**src/hdl/life_generation_stencil_macros.svh**
```systemverilog
// Assertion macros shared by the stencil RTL.
// Each macro checks a property on the rising edge of aclk while reset is released.
`ifndef LIFE_GENERATION_STENCIL_MACROS_SVH
`define LIFE_GENERATION_STENCIL_MACROS_SVH

// The consequent must hold in the same cycle as the antecedent.
`define LGS_ASSERT_SAME(label, ante, cons, msg) \
    label: assert property (@(posedge aclk) disable iff (!aresetn) (ante) |-> (cons)) \
        else $error(msg);

// The consequent must hold in the cycle after the antecedent.
`define LGS_ASSERT_NEXT(label, ante, cons, msg) \
    label: assert property (@(posedge aclk) disable iff (!aresetn) (ante) |=> (cons)) \
        else $error(msg);

`endif

```
**src/hdl/lgs_pkg.sv**
```systemverilog
// ----------------------------------------------------------------------------
// lgs_pkg
// Shared types and constants of the Game of Life generation stencil.
// ----------------------------------------------------------------------------
package lgs_pkg;

    // Configuration port widths and register reset value.
    localparam int CFG_DATA_W  = 8;
    localparam int CFG_INDEX_W = 1;
    localparam logic [CFG_DATA_W-1:0] GRID_SIZE_RESET = 8'd128;

    // Register indexes of the configuration port.
    typedef enum logic [CFG_INDEX_W-1:0] {
        REG_GRID_WIDTH  = 1'b0,
        REG_GRID_HEIGHT = 1'b1
    } cfg_reg_t;

    // Input commands.
    localparam logic CMD_CELL  = 1'b0;
    localparam logic CMD_FLUSH = 1'b1;

    // Result position fields.
    localparam int POS_FIELD_W = 7;

    // 3x3 window: bits [2:0] two rows up, [5:3] one row up, [8:6] newest row.
    localparam int WINDOW_W = 9;

    // Each line cell carries one bit of each of the two line stores.
    localparam int LINE_TAPS = 2;

    // Neighbor count and the B3/S23 thresholds.
    localparam int COUNT_W = 4;
    localparam logic [COUNT_W-1:0] SURVIVE_COUNT = 4'd2;
    localparam logic [COUNT_W-1:0] BIRTH_COUNT   = 4'd3;

    // Which sides of the window fall outside the grid.
    typedef struct packed {
        logic first_row;
        logic last_row;
        logic first_col;
        logic last_col;
    } border_t;

endpackage

```
**src/hdl/lgs_cell.sv**
```systemverilog
// ----------------------------------------------------------------------------
// lgs_cell
// One column cell of the line stores; holds one bit of each line and shifts.
// ----------------------------------------------------------------------------
module lgs_cell (
    input  logic                         aclk,
    input  logic                         aresetn,
    input  logic                         shift_en,
    input  logic                         inject,
    input  logic [lgs_pkg::LINE_TAPS-1:0] feed_in,
    input  logic [lgs_pkg::LINE_TAPS-1:0] chain_in,
    output logic [lgs_pkg::LINE_TAPS-1:0] chain_out
);

    logic [lgs_pkg::LINE_TAPS-1:0] bits_reg;
    logic [lgs_pkg::LINE_TAPS-1:0] bits_next;

    // The cell at the line's entry point takes fresh data; the others take their neighbor's.
    assign bits_next = inject ? feed_in : chain_in;

    always_ff @(posedge aclk) begin
        if (!aresetn) begin
            bits_reg <= '0;
        end else if (shift_en) begin
            bits_reg <= bits_next;
        end
    end

    assign chain_out = bits_reg;

endmodule

```
**src/hdl/lgs_rule.sv**
```systemverilog
// ----------------------------------------------------------------------------
// lgs_rule
// Masks the window at the grid border and applies the B3/S23 rule.
// ----------------------------------------------------------------------------
module lgs_rule (
    input  logic [lgs_pkg::WINDOW_W-1:0] window,
    input  lgs_pkg::border_t             border,
    output logic                         next_alive
);

    logic [lgs_pkg::WINDOW_W-1:0] masked;
    logic [lgs_pkg::COUNT_W-1:0]  count;
    logic                         centre;

    // Cells outside the grid count as dead.
    always_comb begin
        masked = window;
        if (border.first_col) begin
            masked = masked & ~9'b001_001_001;
        end
        if (border.last_col) begin
            masked = masked & ~9'b100_100_100;
        end
        if (border.first_row) begin
            masked = masked & ~9'b000_000_111;
        end
        if (border.last_row) begin
            masked = masked & ~9'b111_000_000;
        end
    end

    // Count the eight neighbors around the center.
    always_comb begin
        count = '0;
        for (int i = 0; i < lgs_pkg::WINDOW_W; i++) begin
            if (i != 4) begin
                count = count + lgs_pkg::COUNT_W'(masked[i]);
            end
        end
    end

    assign centre = masked[4];

    // A live cell survives with two or three neighbors; a dead one is born with three.
    assign next_alive = centre ? ((count == lgs_pkg::SURVIVE_COUNT) ||
                                  (count == lgs_pkg::BIRTH_COUNT))
                               : (count == lgs_pkg::BIRTH_COUNT);

endmodule

```
**src/hdl/life_generation_stencil.sv**
```systemverilog
// Latency: the result for cell (r, c) is registered at the transfer of the item
// width+1 raster positions later and is offered on the next cycle.
// Throughput: one item per cycle, set by the line cell chain that shifts once per item.
// A result waiting in the output register does not stall input unless it is not taken.
// Reset: synchronous, active low; both sizes return to 128, position, window,
// line cells and output valid are cleared, no clearing pass is needed.
// ----------------------------------------------------------------------------
// life_generation_stencil
// Streaming next-generation engine for the B3/S23 cellular automaton.
// ----------------------------------------------------------------------------
`include "life_generation_stencil_macros.svh"

module life_generation_stencil #(
    parameter int MAX_COLS = 128,
    parameter int MAX_ROWS = 128
) (
    input  logic                              aclk,
    input  logic                              aresetn,
    // Configuration write channel.
    input  logic                              cfg_valid,
    output logic                              cfg_ready,
    input  logic [lgs_pkg::CFG_INDEX_W-1:0]   cfg_index,
    input  logic [lgs_pkg::CFG_DATA_W-1:0]    cfg_data,
    // Cell input channel.
    input  logic                              s_valid,
    output logic                              s_ready,
    input  logic                              s_command,
    input  logic                              s_alive,
    // Result channel.
    output logic                              m_valid,
    input  logic                              m_ready,
    output logic                              m_next_alive,
    output logic [lgs_pkg::POS_FIELD_W-1:0]   m_cell_row,
    output logic [lgs_pkg::POS_FIELD_W-1:0]   m_cell_column,
    output logic                              m_frame_end
);

    localparam int CW     = $clog2(MAX_COLS + 1);
    localparam int COL_W  = $clog2(MAX_COLS);
    localparam int RH     = $clog2(MAX_ROWS + 1);
    localparam int ROW_W  = $clog2(MAX_ROWS + 2);
    localparam int EXT_CW = (CW > lgs_pkg::CFG_DATA_W) ? CW : lgs_pkg::CFG_DATA_W;
    localparam int EXT_RH = (RH > lgs_pkg::CFG_DATA_W) ? RH : lgs_pkg::CFG_DATA_W;

    logic [lgs_pkg::CFG_DATA_W-1:0] grid_width_reg;
    logic [lgs_pkg::CFG_DATA_W-1:0] grid_height_reg;
    logic [CW-1:0]                  w_eff;
    logic [RH-1:0]                  h_eff;
    logic [COL_W-1:0]               w_last;

    logic [COL_W-1:0]               col_reg;
    logic [COL_W-1:0]               col_next;
    logic [ROW_W-1:0]               row_reg;
    logic [ROW_W-1:0]               row_next;
    logic [CW-1:0]                  col_inc;
    logic [lgs_pkg::WINDOW_W-1:0]   window_reg;
    logic [lgs_pkg::WINDOW_W-1:0]   window_next;

    logic                           in_xfer;
    logic                           cfg_xfer;
    logic                           line_bit;
    logic [lgs_pkg::LINE_TAPS-1:0]  line_in;
    logic [lgs_pkg::LINE_TAPS-1:0]  chain_q    [MAX_COLS];
    logic [lgs_pkg::LINE_TAPS-1:0]  chain_prev [MAX_COLS];
    logic [MAX_COLS-1:0]            inject_sel;
    logic                           tap1;
    logic                           tap2;

    logic                           emit;
    logic [ROW_W-1:0]               orow;
    logic [COL_W-1:0]               ocol;
    lgs_pkg::border_t               border;
    logic                           frame_end_calc;
    logic                           next_alive_calc;

    logic                           m_valid_reg;
    logic                           m_next_alive_reg;
    logic [lgs_pkg::POS_FIELD_W-1:0] m_cell_row_reg;
    logic [lgs_pkg::POS_FIELD_W-1:0] m_cell_column_reg;
    logic                           m_frame_end_reg;

    // Handshakes: the output register frees up when its result is taken.
    assign cfg_ready = 1'b1;
    assign cfg_xfer  = cfg_valid;
    assign s_ready   = !m_valid_reg || m_ready;
    assign in_xfer   = s_valid && s_ready;

    // Effective grid size: zero reads as one, oversize is clamped.
    always_comb begin
        if (grid_width_reg == '0) begin
            w_eff = CW'(1);
        end else if (EXT_CW'(grid_width_reg) > EXT_CW'(MAX_COLS)) begin
            w_eff = CW'(MAX_COLS);
        end else begin
            w_eff = CW'(grid_width_reg);
        end
        if (grid_height_reg == '0) begin
            h_eff = RH'(1);
        end else if (EXT_RH'(grid_height_reg) > EXT_RH'(MAX_ROWS)) begin
            h_eff = RH'(MAX_ROWS);
        end else begin
            h_eff = RH'(grid_height_reg);
        end
    end

    assign w_last = COL_W'(w_eff - CW'(1));

    // Flush items feed dead cells into the lines and window.
    assign line_bit = (s_command == lgs_pkg::CMD_FLUSH) ? 1'b0 : s_alive;

    // Line cell chain: data enters at cell MAX_COLS-width and leaves at the last cell,
    // so the tap holds the value from exactly one row earlier.
    assign tap1    = chain_q[MAX_COLS-1][0];
    assign tap2    = chain_q[MAX_COLS-1][1];
    assign line_in = {tap1, line_bit};

    for (genvar k = 0; k < MAX_COLS; k++) begin : g_line
        assign inject_sel[k] = (w_eff == CW'(MAX_COLS - k));
        if (k == 0) begin : g_head
            assign chain_prev[k] = line_in;
        end else begin : g_body
            assign chain_prev[k] = chain_q[k-1];
        end
        lgs_cell u_cell (
            .aclk      (aclk),
            .aresetn   (aresetn),
            .shift_en  (in_xfer),
            .inject    (inject_sel[k]),
            .feed_in   (line_in),
            .chain_in  (chain_prev[k]),
            .chain_out (chain_q[k])
        );
    end

    // Window shift: each row drops its oldest column and takes the new tap.
    assign window_next = {line_bit, window_reg[8:7],
                          tap1,     window_reg[5:4],
                          tap2,     window_reg[2:1]};

    // The centre of the window lies one row and one column behind the stream.
    always_comb begin
        emit = 1'b0;
        orow = '0;
        if (col_reg != '0) begin
            emit = (row_reg >= ROW_W'(1));
            if (emit) begin
                orow = row_reg - ROW_W'(1);
            end
            ocol = col_reg - COL_W'(1);
        end else begin
            emit = (row_reg >= ROW_W'(2));
            if (emit) begin
                orow = row_reg - ROW_W'(2);
            end
            ocol = w_last;
        end
        if (orow >= ROW_W'(h_eff)) begin
            emit = 1'b0;
        end
    end

    assign border.first_row = (orow == '0);
    assign border.last_row  = (orow == ROW_W'(h_eff - RH'(1)));
    assign border.first_col = (ocol == '0);
    assign border.last_col  = (ocol == w_last);
    assign frame_end_calc   = border.last_row && border.last_col;

    lgs_rule u_rule (
        .window     (window_next),
        .border     (border),
        .next_alive (next_alive_calc)
    );

    // Raster position of the next item.
    always_comb begin
        col_inc = CW'(col_reg) + CW'(1);
        if (col_inc >= w_eff) begin
            col_next = '0;
            row_next = row_reg + ROW_W'(1);
        end else begin
            col_next = COL_W'(col_inc);
            row_next = row_reg;
        end
    end

    // Configuration, stream position, window and output register.
    always_ff @(posedge aclk) begin
        if (!aresetn) begin
            grid_width_reg  <= lgs_pkg::GRID_SIZE_RESET;
            grid_height_reg <= lgs_pkg::GRID_SIZE_RESET;
            col_reg         <= '0;
            row_reg         <= '0;
            window_reg      <= '0;
            m_valid_reg     <= 1'b0;
        end else begin
            if (cfg_xfer) begin
                unique case (lgs_pkg::cfg_reg_t'(cfg_index))
                    lgs_pkg::REG_GRID_WIDTH: begin
                        grid_width_reg <= cfg_data;
                    end
                    lgs_pkg::REG_GRID_HEIGHT: begin
                        grid_height_reg <= cfg_data;
                    end
                    default: begin
                        grid_width_reg <= grid_width_reg;
                    end
                endcase
                col_reg    <= '0;
                row_reg    <= '0;
                window_reg <= '0;
            end else if (in_xfer) begin
                if (emit && frame_end_calc) begin
                    col_reg    <= '0;
                    row_reg    <= '0;
                    window_reg <= '0;
                end else begin
                    col_reg    <= col_next;
                    row_reg    <= row_next;
                    window_reg <= window_next;
                end
            end

            if (in_xfer && emit) begin
                m_valid_reg <= 1'b1;
            end else if (m_ready) begin
                m_valid_reg <= 1'b0;
            end
        end
    end

    // Result payload is captured with each produced cell.
    always_ff @(posedge aclk) begin
        if (in_xfer && emit) begin
            m_next_alive_reg  <= next_alive_calc;
            m_cell_row_reg    <= lgs_pkg::POS_FIELD_W'(orow);
            m_cell_column_reg <= lgs_pkg::POS_FIELD_W'(ocol);
            m_frame_end_reg   <= frame_end_calc;
        end
    end

    assign m_valid       = m_valid_reg;
    assign m_next_alive  = m_next_alive_reg;
    assign m_cell_row    = m_cell_row_reg;
    assign m_cell_column = m_cell_column_reg;
    assign m_frame_end   = m_frame_end_reg;

    // A held result must block the input side.
    `LGS_ASSERT_SAME(a_hold_blocks_input, m_valid_reg && !m_ready, !s_ready, "input taken while result is held")
    // The column counter stays inside the grid width.
    `LGS_ASSERT_SAME(a_col_bound, 1'b1, CW'(col_reg) < w_eff, "column position beyond grid width")
    // The row counter never runs past the flush rows.
    `LGS_ASSERT_SAME(a_row_bound, 1'b1, (ROW_W+1)'(row_reg) <= ((ROW_W+1)'(h_eff) + (ROW_W+1)'(1)), "row position beyond flush rows")
    // The last cell of a frame restarts the stream.
    `LGS_ASSERT_NEXT(a_frame_restart, in_xfer && !cfg_xfer && emit && frame_end_calc, (col_reg == '0) && (row_reg == '0) && (window_reg == '0), "frame did not restart")

endmodule

```
**config.mk**
```make
export PLATFORM = sky130hd
export DESIGN_NAME = life_generation_stencil
export DESIGN_NICKNAME = d
export VERILOG_FILES = /design/src/hdl/lgs_pkg.sv /design/src/hdl/lgs_cell.sv /design/src/hdl/lgs_rule.sv /design/src/hdl/life_generation_stencil.sv
export VERILOG_INCLUDE_DIRS = /design/src /design/src/hdl
export SDC_FILE = /design/constraint.sdc
export NUM_CORES = 1
export LEC_CHECK = 0
export BUFFER_PORTS_ARGS = -buffer_cell sky130_fd_sc_hd__buf_2
export CORE_MARGIN = 2
export CORE_UTILIZATION = 41
export DETAILED_ROUTE_END_ITERATION = 6
export PLACE_DENSITY_LB_ADDON = 0.08
export SYNTH_ARGS = -nofsm -noshare
export SYNTH_HDL_FRONTEND = slang
export SYNTH_SLANG_ARGS = --single-unit
```
**constraint.sdc**
```tcl
create_clock -name aclk -period 8.35 [get_ports aclk]
set_clock_uncertainty 0.2 [all_clocks]
set_input_delay 0.4175 -clock aclk [delete_from_list [all_inputs] [get_ports aclk]]
set_output_delay 0.4175 -clock aclk [all_outputs]
set_load 0.01 [all_outputs]
```
After elaboration in Yosys (flattened, before gate mapping)
Index checks and enable logic that the tools add are counted.

Flip-flop bits (word level): 313. Input port bits: 16. Output and inout port bits: 19. Word-level logic and storage cells: 459.

$add $sub $neg: 14. $lt $le $gt $ge: 6. Eq/ne operators: 131. Multiplexer cells: 150. Bitwise logic cells: 2. Reduce and logical (&&, ||, !) cells: 18.

Operators with widths (count): 8-bit by 7-bit == test with 1-bit output, second input constant (64); 8-bit by 6-bit == test with 1-bit output, second input constant (32); 2-bit 2-to-1 mux (127); 8-bit by 5-bit == test with 1-bit output, second input constant (16); 8-bit 2-to-1 mux (9); 8-bit by 4-bit == test with 1-bit output, second input constant (8); 8-bit by 3-bit == test with 1-bit output, second input constant (4); 7-bit 2-to-1 mux (4); 9-bit 2-to-1 mux (3); 4-bit by 1-bit adder with 4-bit output (6); 8-bit logical NOT (3); 8-bit by 2-bit == test with 1-bit output, second input constant (2); 8-bit greater-or-equal comparator (2); 8-bit greater-than comparator, second input constant (2); 8-bit by 1-bit subtractor with 8-bit output, second input constant (2); 7-bit by 1-bit subtractor with 7-bit output, second input constant (2); 7-bit by 1-bit adder with 8-bit output, second input constant (1); 8-bit by 1-bit adder with 8-bit output, second input constant (1); 4-bit by 2-bit == test with 1-bit output, second input constant (2); 8-bit by 1-bit == test with 1-bit output, second input constant (1); 8-bit == test (1); 8-bit by 1-bit greater-or-equal comparator with 1-bit output, second input constant (1); 8-bit by 2-bit greater-or-equal comparator with 1-bit output, second input constant (1); 8-bit by 2-bit subtractor with 8-bit output, second input constant (1); 13 further kinds (26).

Logic depth before layout (Yosys ltp)
Depth after elaboration: 20. Gate-level depth with buffers: 24. Depth with buffers taken out: 23.

By module
From an unflattened synthesis, not the netlist that was laid out.

Cells, all modules: 1706. Area total of the unflattened synthesis: 15187.1 sq um.

Modules (own cells, without submodules): lgs_cell (times used 128, cells each 8, area an instance 80.1 sq um, sequential area each 40.0 sq um); life_generation_stencil (times used 1, cells each 659, area an instance 4730.8 sq um, sequential area each 1241.2 sq um); lgs_rule (times used 1, cells each 23, area an instance 206.4 sq um, sequential area each 0.0 sq um).

Worst setup path before layout
OpenSTA, ideal clock, no wires.

Kind: register -> register. From: register grid_width_reg[5] in the netlist's numbering. To: register m_next_alive_reg, in the netlist m_next_alive (data pin). Library setup time: 0.157 ns. Arrival: 5.801 ns. Data required time: 7.993 ns. Setup slack: 2.192 ns. Cell stages (with the launch flop): 25. Buffers on the path: 1. Clock period less this slack: 6.158 ns. Cell sequence: dfxtp_1 clkbuf_1 nor4_1 a21oi_1 nor2_1 inv_1 ha_1 and2_1 a311o_1 nand2_1 o21ai_0 or4_1 nor4_1 nor3b_1 ha_1 inv_1 fa_1 inv_1 fa_1 fa_1 inv_1 fa_1 a2111oi_0 a21oi_1 nor3_1.

Cells in the longest elaborated chain, start to end: 20. Elaborated cells on any way between the ends: 23. Those cells by class: add/sub: 8; order compare: 1; eq/ne: 3; mux: 8; reduce/logical: 3.

RTL lines: from (decl) (RTL line life_generation_stencil.sv:45) `logic [lgs_pkg::CFG_DATA_W-1:0] grid_width_reg;`; from (signal assigned) (RTL line life_generation_stencil.sv:189) `grid_width_reg <= lgs_pkg::GRID_SIZE_RESET;`; from (signal assigned) (RTL line life_generation_stencil.sv:199) `grid_width_reg <= cfg_data;`; from (signal assigned) (RTL line life_generation_stencil.sv:205) `grid_width_reg <= grid_width_reg;`; 8-bit greater-than comparator (RTL line life_generation_stencil.sv:92) `end else if (EXT_CW'(grid_width_reg) > EXT_CW'(MAX_COLS)) begin`; 8-bit 2-to-1 mux (RTL line life_generation_stencil.sv:92); 8-bit 2-to-1 mux (*) (RTL line life_generation_stencil.sv:90) `if (grid_width_reg == '0) begin`; 7-bit by 1-bit subtractor with 7-bit output (*) (RTL line life_generation_stencil.sv:106) `assign w_last = COL_W'(w_eff - CW'(1));`; 7-bit 2-to-1 mux (*) (RTL line life_generation_stencil.sv:144) `if (col_reg != '0) begin`; net ocol[4] (RTL line life_generation_stencil.sv:71) `logic [COL_W-1:0] ocol;`; 7-bit logical NOT (RTL line life_generation_stencil.sv:164) `assign border.first_col = (ocol == '0);`; 7-bit 2-to-1 mux (RTL line lgs_rule.sv:18) `if (border.first_col) begin`; [2 not listed]; 9-bit 2-to-1 mux (*) (RTL line lgs_rule.sv:27) `if (border.last_row) begin`; 1-bit by 1-bit adder with 2-bit output (RTL line lgs_rule.sv:37) `count = count + lgs_pkg::COUNT_W'(masked[i]);`; 4-bit by 1-bit adder with 4-bit output (5 in a row) (RTL line lgs_rule.sv:37); 4-bit by 1-bit adder with 4-bit output (*) (RTL line lgs_rule.sv:37); 4-bit by 2-bit == test with 1-bit output, on equally long branches (RTL line lgs_rule.sv:45, lgs_rule.sv:46, lgs_rule.sv:47); 1-bit logical OR (RTL line lgs_rule.sv:45) `assign next_alive = centre ? ((count == lgs_pkg::SURVIVE_COUNT) ||`; 1-bit 2-to-1 mux (*) (RTL line lgs_rule.sv:45); net next_alive_calc (RTL line life_generation_stencil.sv:74) `logic next_alive_calc;`; to (signal assigned) (RTL line life_generation_stencil.sv:234) `m_next_alive_reg <= next_alive_calc;`; to (decl) (RTL line life_generation_stencil.sv:77) `logic m_next_alive_reg;`.

Mark *: on every way through the listed nets, which the timed path passes. The rest lies on a longest branch. A chain may end at the register's enable or synchronous reset.

Worst setup path after layout
Same ends and word-level chain as after synthesis.

==> results.sh <==
export IMPL_status="complete, no violations"
export IMPL_synth_fa_ha_area_frac=0.0310
export IMPL_post_route_min_period_ps=7020
export IMPL_reg2reg_slack_ps=1330
export IMPL_vias=14700
export IMPL_placed_cells=2495
export IMPL_r2r_start="grid_width_reg[5]"
export IMPL_die_x_um=206
export IMPL_h_tree_depth=2
export IMPL_use_met2=0.351
export IMPL_crit_start="grid_width_reg[5]"
export IMPL_finalSetupViolations=0
export IMPL_finalHoldViolCount=0
export IMPL_io_pins=35
export IMPL_drt_first_pass_iters=5
export IMPL_drv_slew=0
export IMPL_core_area_mm2=0.0399
export IMPL_ctsHoldBuffers=9
export IMPL_layout_nets=2073
export IMPL_yosysUniqueCellTypes=70
export IMPL_clk_pin_slew_ps=60
export IMPL_synth_top_area_cell="dfxtp_1"
export IMPL_cts_resized=0
export IMPL_synthTopCellsByArea="dfxtp_1, o211a_1, nand3_1, nand2_1, clkbuf_1"
export IMPL_hpwlAfterDp_mm=26.8
export IMPL_gr_usage_met3=0.0290
export IMPL_synth_nets=2189
export IMPL_worst_slack_ps=1330
export IMPL_viasPerCell=5.74
export IMPL_yosysTopAreaCellShare=0.353
export IMPL_r2r_cells=23
export IMPL_whs_ps=47.5
export IMPL_async_flop_share=0
export IMPL_maxCapViolations=0
export IMPL_avgSynthCellArea_um2=7.82
export IMPL_criticalPathCategory="register to register"
export IMPL_numCtsBuffers=37
export IMPL_layout_common_cells="nand3_1, nand2_1, dfxtp_1"
export IMPL_ys_flop_type="dfxtp_1"
export IMPL_num_rows=73
export IMPL_final_common_cell="nand3_1"
export IMPL_drt_iter0_drc=1208
export IMPL_synthXorXnorAreaFrac=0.0110
export IMPL_rsz0062_at_grt="false"
export IMPL_fill_cells=3917
export IMPL_drtAntennaViolNets=0
export IMPL_relSlewSlack=0.210
export IMPL_post_cts_buffers=0
export IMPL_largest_reg_flops=256
export IMPL_worstPathCellList="nor4_1 -> a21oi_1 -> nor2_1 -> inv_1 -> ha_1 -> and2_1 -> a311o_1 -> nand2_1 -> o21ai_0 -> or4_1 -> nor4_1 -> nor3b_1 -> ha_1 -> inv_1 -> fa_1 -> inv_1 -> fa_1 -> fa_1 -> inv_1 -> fa_1 -> a2111oi_0 -> a21oi_1 -> nor3_1"
export IMPL_busiest_layer="met2"
export IMPL_worstSetupEndpointType="register"
export IMPL_clock_path_buffers=3
export IMPL_stdcell_count=2569
export IMPL_r2r_end="m_next_alive"
export IMPL_die_area_mm2=0.0423
export IMPL_start_util=0.418
export IMPL_synth_area_mm2=0.0167
export IMPL_crit_path_top_delay_cell="fa_1"
export IMPL_ys_seq_area_frac=0.382
export IMPL_clock_sinks=310
export IMPL_grt_max_degree=237
export IMPL_crit_path_end="m_next_alive"
export IMPL_min_path_type="primary input to register"
export IMPL_track_usage=0.214
export IMPL_place_gp_congestion=0.840
export IMPL_grt_pass1_wl_mm=74.2
export IMPL_synth_top_family_by_area="simple AND/OR/NAND/NOR gates"
export IMPL_post_route_period_util=0.841
export IMPL_insertedDiodeCount=0
export IMPL_max_freq_mhz=142
export IMPL_synth_edff_count=16
export IMPL_numPortBuffers=33
export IMPL_cts_tree="yes"
export IMPL_peakVddDrop_mv=0.124
export IMPL_cp_data_required_time_ps=8550
export IMPL_post_route_drc_count=0
export IMPL_synthCells=2134
export IMPL_max_stage_delay_ps=570
export IMPL_leakagePower_uw=0.00877
export IMPL_root_buffer="clkbuf_16"
export IMPL_p_per_area_mw_per_mm2=202
export IMPL_crit_fanout=20
export IMPL_setup_tns_ps=0
export IMPL_wl_mm=44.7
export IMPL_met1_usage=0.292
export IMPL_yosys_area_share_simple=0.299
export IMPL_post_place_ws_ps=1340
export IMPL_insertion_delay_ps=560
export IMPL_antenna_found_initial=0
export IMPL_drive_above_1_share=0.0685
export IMPL_worst_pin_slew_ps=1180
export IMPL_overflow=0
export IMPL_start_kind="register"
export IMPL_grt_pass1_vias=14000
export IMPL_dieHeight_um=206
export IMPL_yosysWarningCount=0
export IMPL_synthToLayoutAreaGrowth_pct=9.13
export IMPL_synth_compound_gate_area_share=0.214
export IMPL_crit_arrival_ps=7220
export IMPL_wire_per_inst_um=17.4
export IMPL_muxShareOfSynthArea=0.00495
export IMPL_synth_seq_cells=310
==> metal layers <==
metal,up-vias,routed length [µm],share of wire
li1,7359,-,-
met1,7111,22000,0.49
met2,215,20300,0.45
met3,62,1480,0.033
met4,0,946,0.021
met5,-,0,0
==> how the worst min path moves through the flow <==
stage,from,to,slack (ps),cells after the start
after floorplan,window_reg[1],window_reg[1],230,2
after global routing,cfg_index,grid_height_reg[3],50,3
after detailed placement,window_reg[1],window_reg[1],260,2
after CTS,cfg_index,grid_height_reg[3],20,3
after global placement,g_line[0].u_cell.chain_out[0],g_line[0].u_cell.chain_out[0],250,2
final,cfg_index,grid_height_reg[5],50,3
==> final cells by class <==
class	instances	area (µm²)	area share
clock buffers	49	1040	0.0572
clock inverters	16	178	0.00976
inverters	34	128	0.00701
multi-input cells	1572	9390	0.516
flip-flops and latches	310	6370	0.350
well taps	525	657	0.0361
repair buffers	63	447	0.0245
==> report_power, final <==
group / switching (µW) / internal [µW]
combinational: 244 / 154
sequential: 55.1 / 1590
clock: 667 / 974
==> worst max-delay path: cells and delay by family, from the launching register on <==
| family | cells | cell delay (ps) |
|---|---|---|
| AOI/OAI and AO/OA | 5 | 1030 |
| adders and majority gates | 6 | 2310 |
| buffers and inverters | 4 | 350 |
| DFF | 1 | 510 |
| and+or+nand+nor | 8 | 2440 |
==> logic make-up (layout without fill, tap and decap cells) <==
kind of cell | Yosys count | after routing
DFF | 310 | 310
muxes | 7 | 7
AOI/OAI and AO/OA | 424 | 424
adders and majority gates | 39 | 39
and+or+nand+nor | 1080 | 1080
buffers and inverters | 252 | 162
xor gates and xnor gates | 21 | 21
other | 1 | 1
==> synthesized netlist by cell type (14+ instances only) <==
cell and number:
ha_1 35, edfxtp_1 16, dfxtp_1 294, clkbuf_1 209, nor2b_1 14, a21boi_0 17, nand3_1 475, o21ai_0 86
nand2b_1 18, nor2_1 69, inv_1 33, o211a_1 254, a21oi_1 23, nand2_1 426
==> stage by stage <==
stage / instance area, µm² / power [µW] / util
floorplan: 16700 / 1960 / -
finish: 18200 / 3680 / 0.456
global route: 18200 / 3850 / 0.456
global placement: 16900 / 2060 / 0.423
detailed placement: 16900 / 2070 / 0.423
CTS: 18200 / 3730 / 0.456
Power figures use the tool's default switching activity.
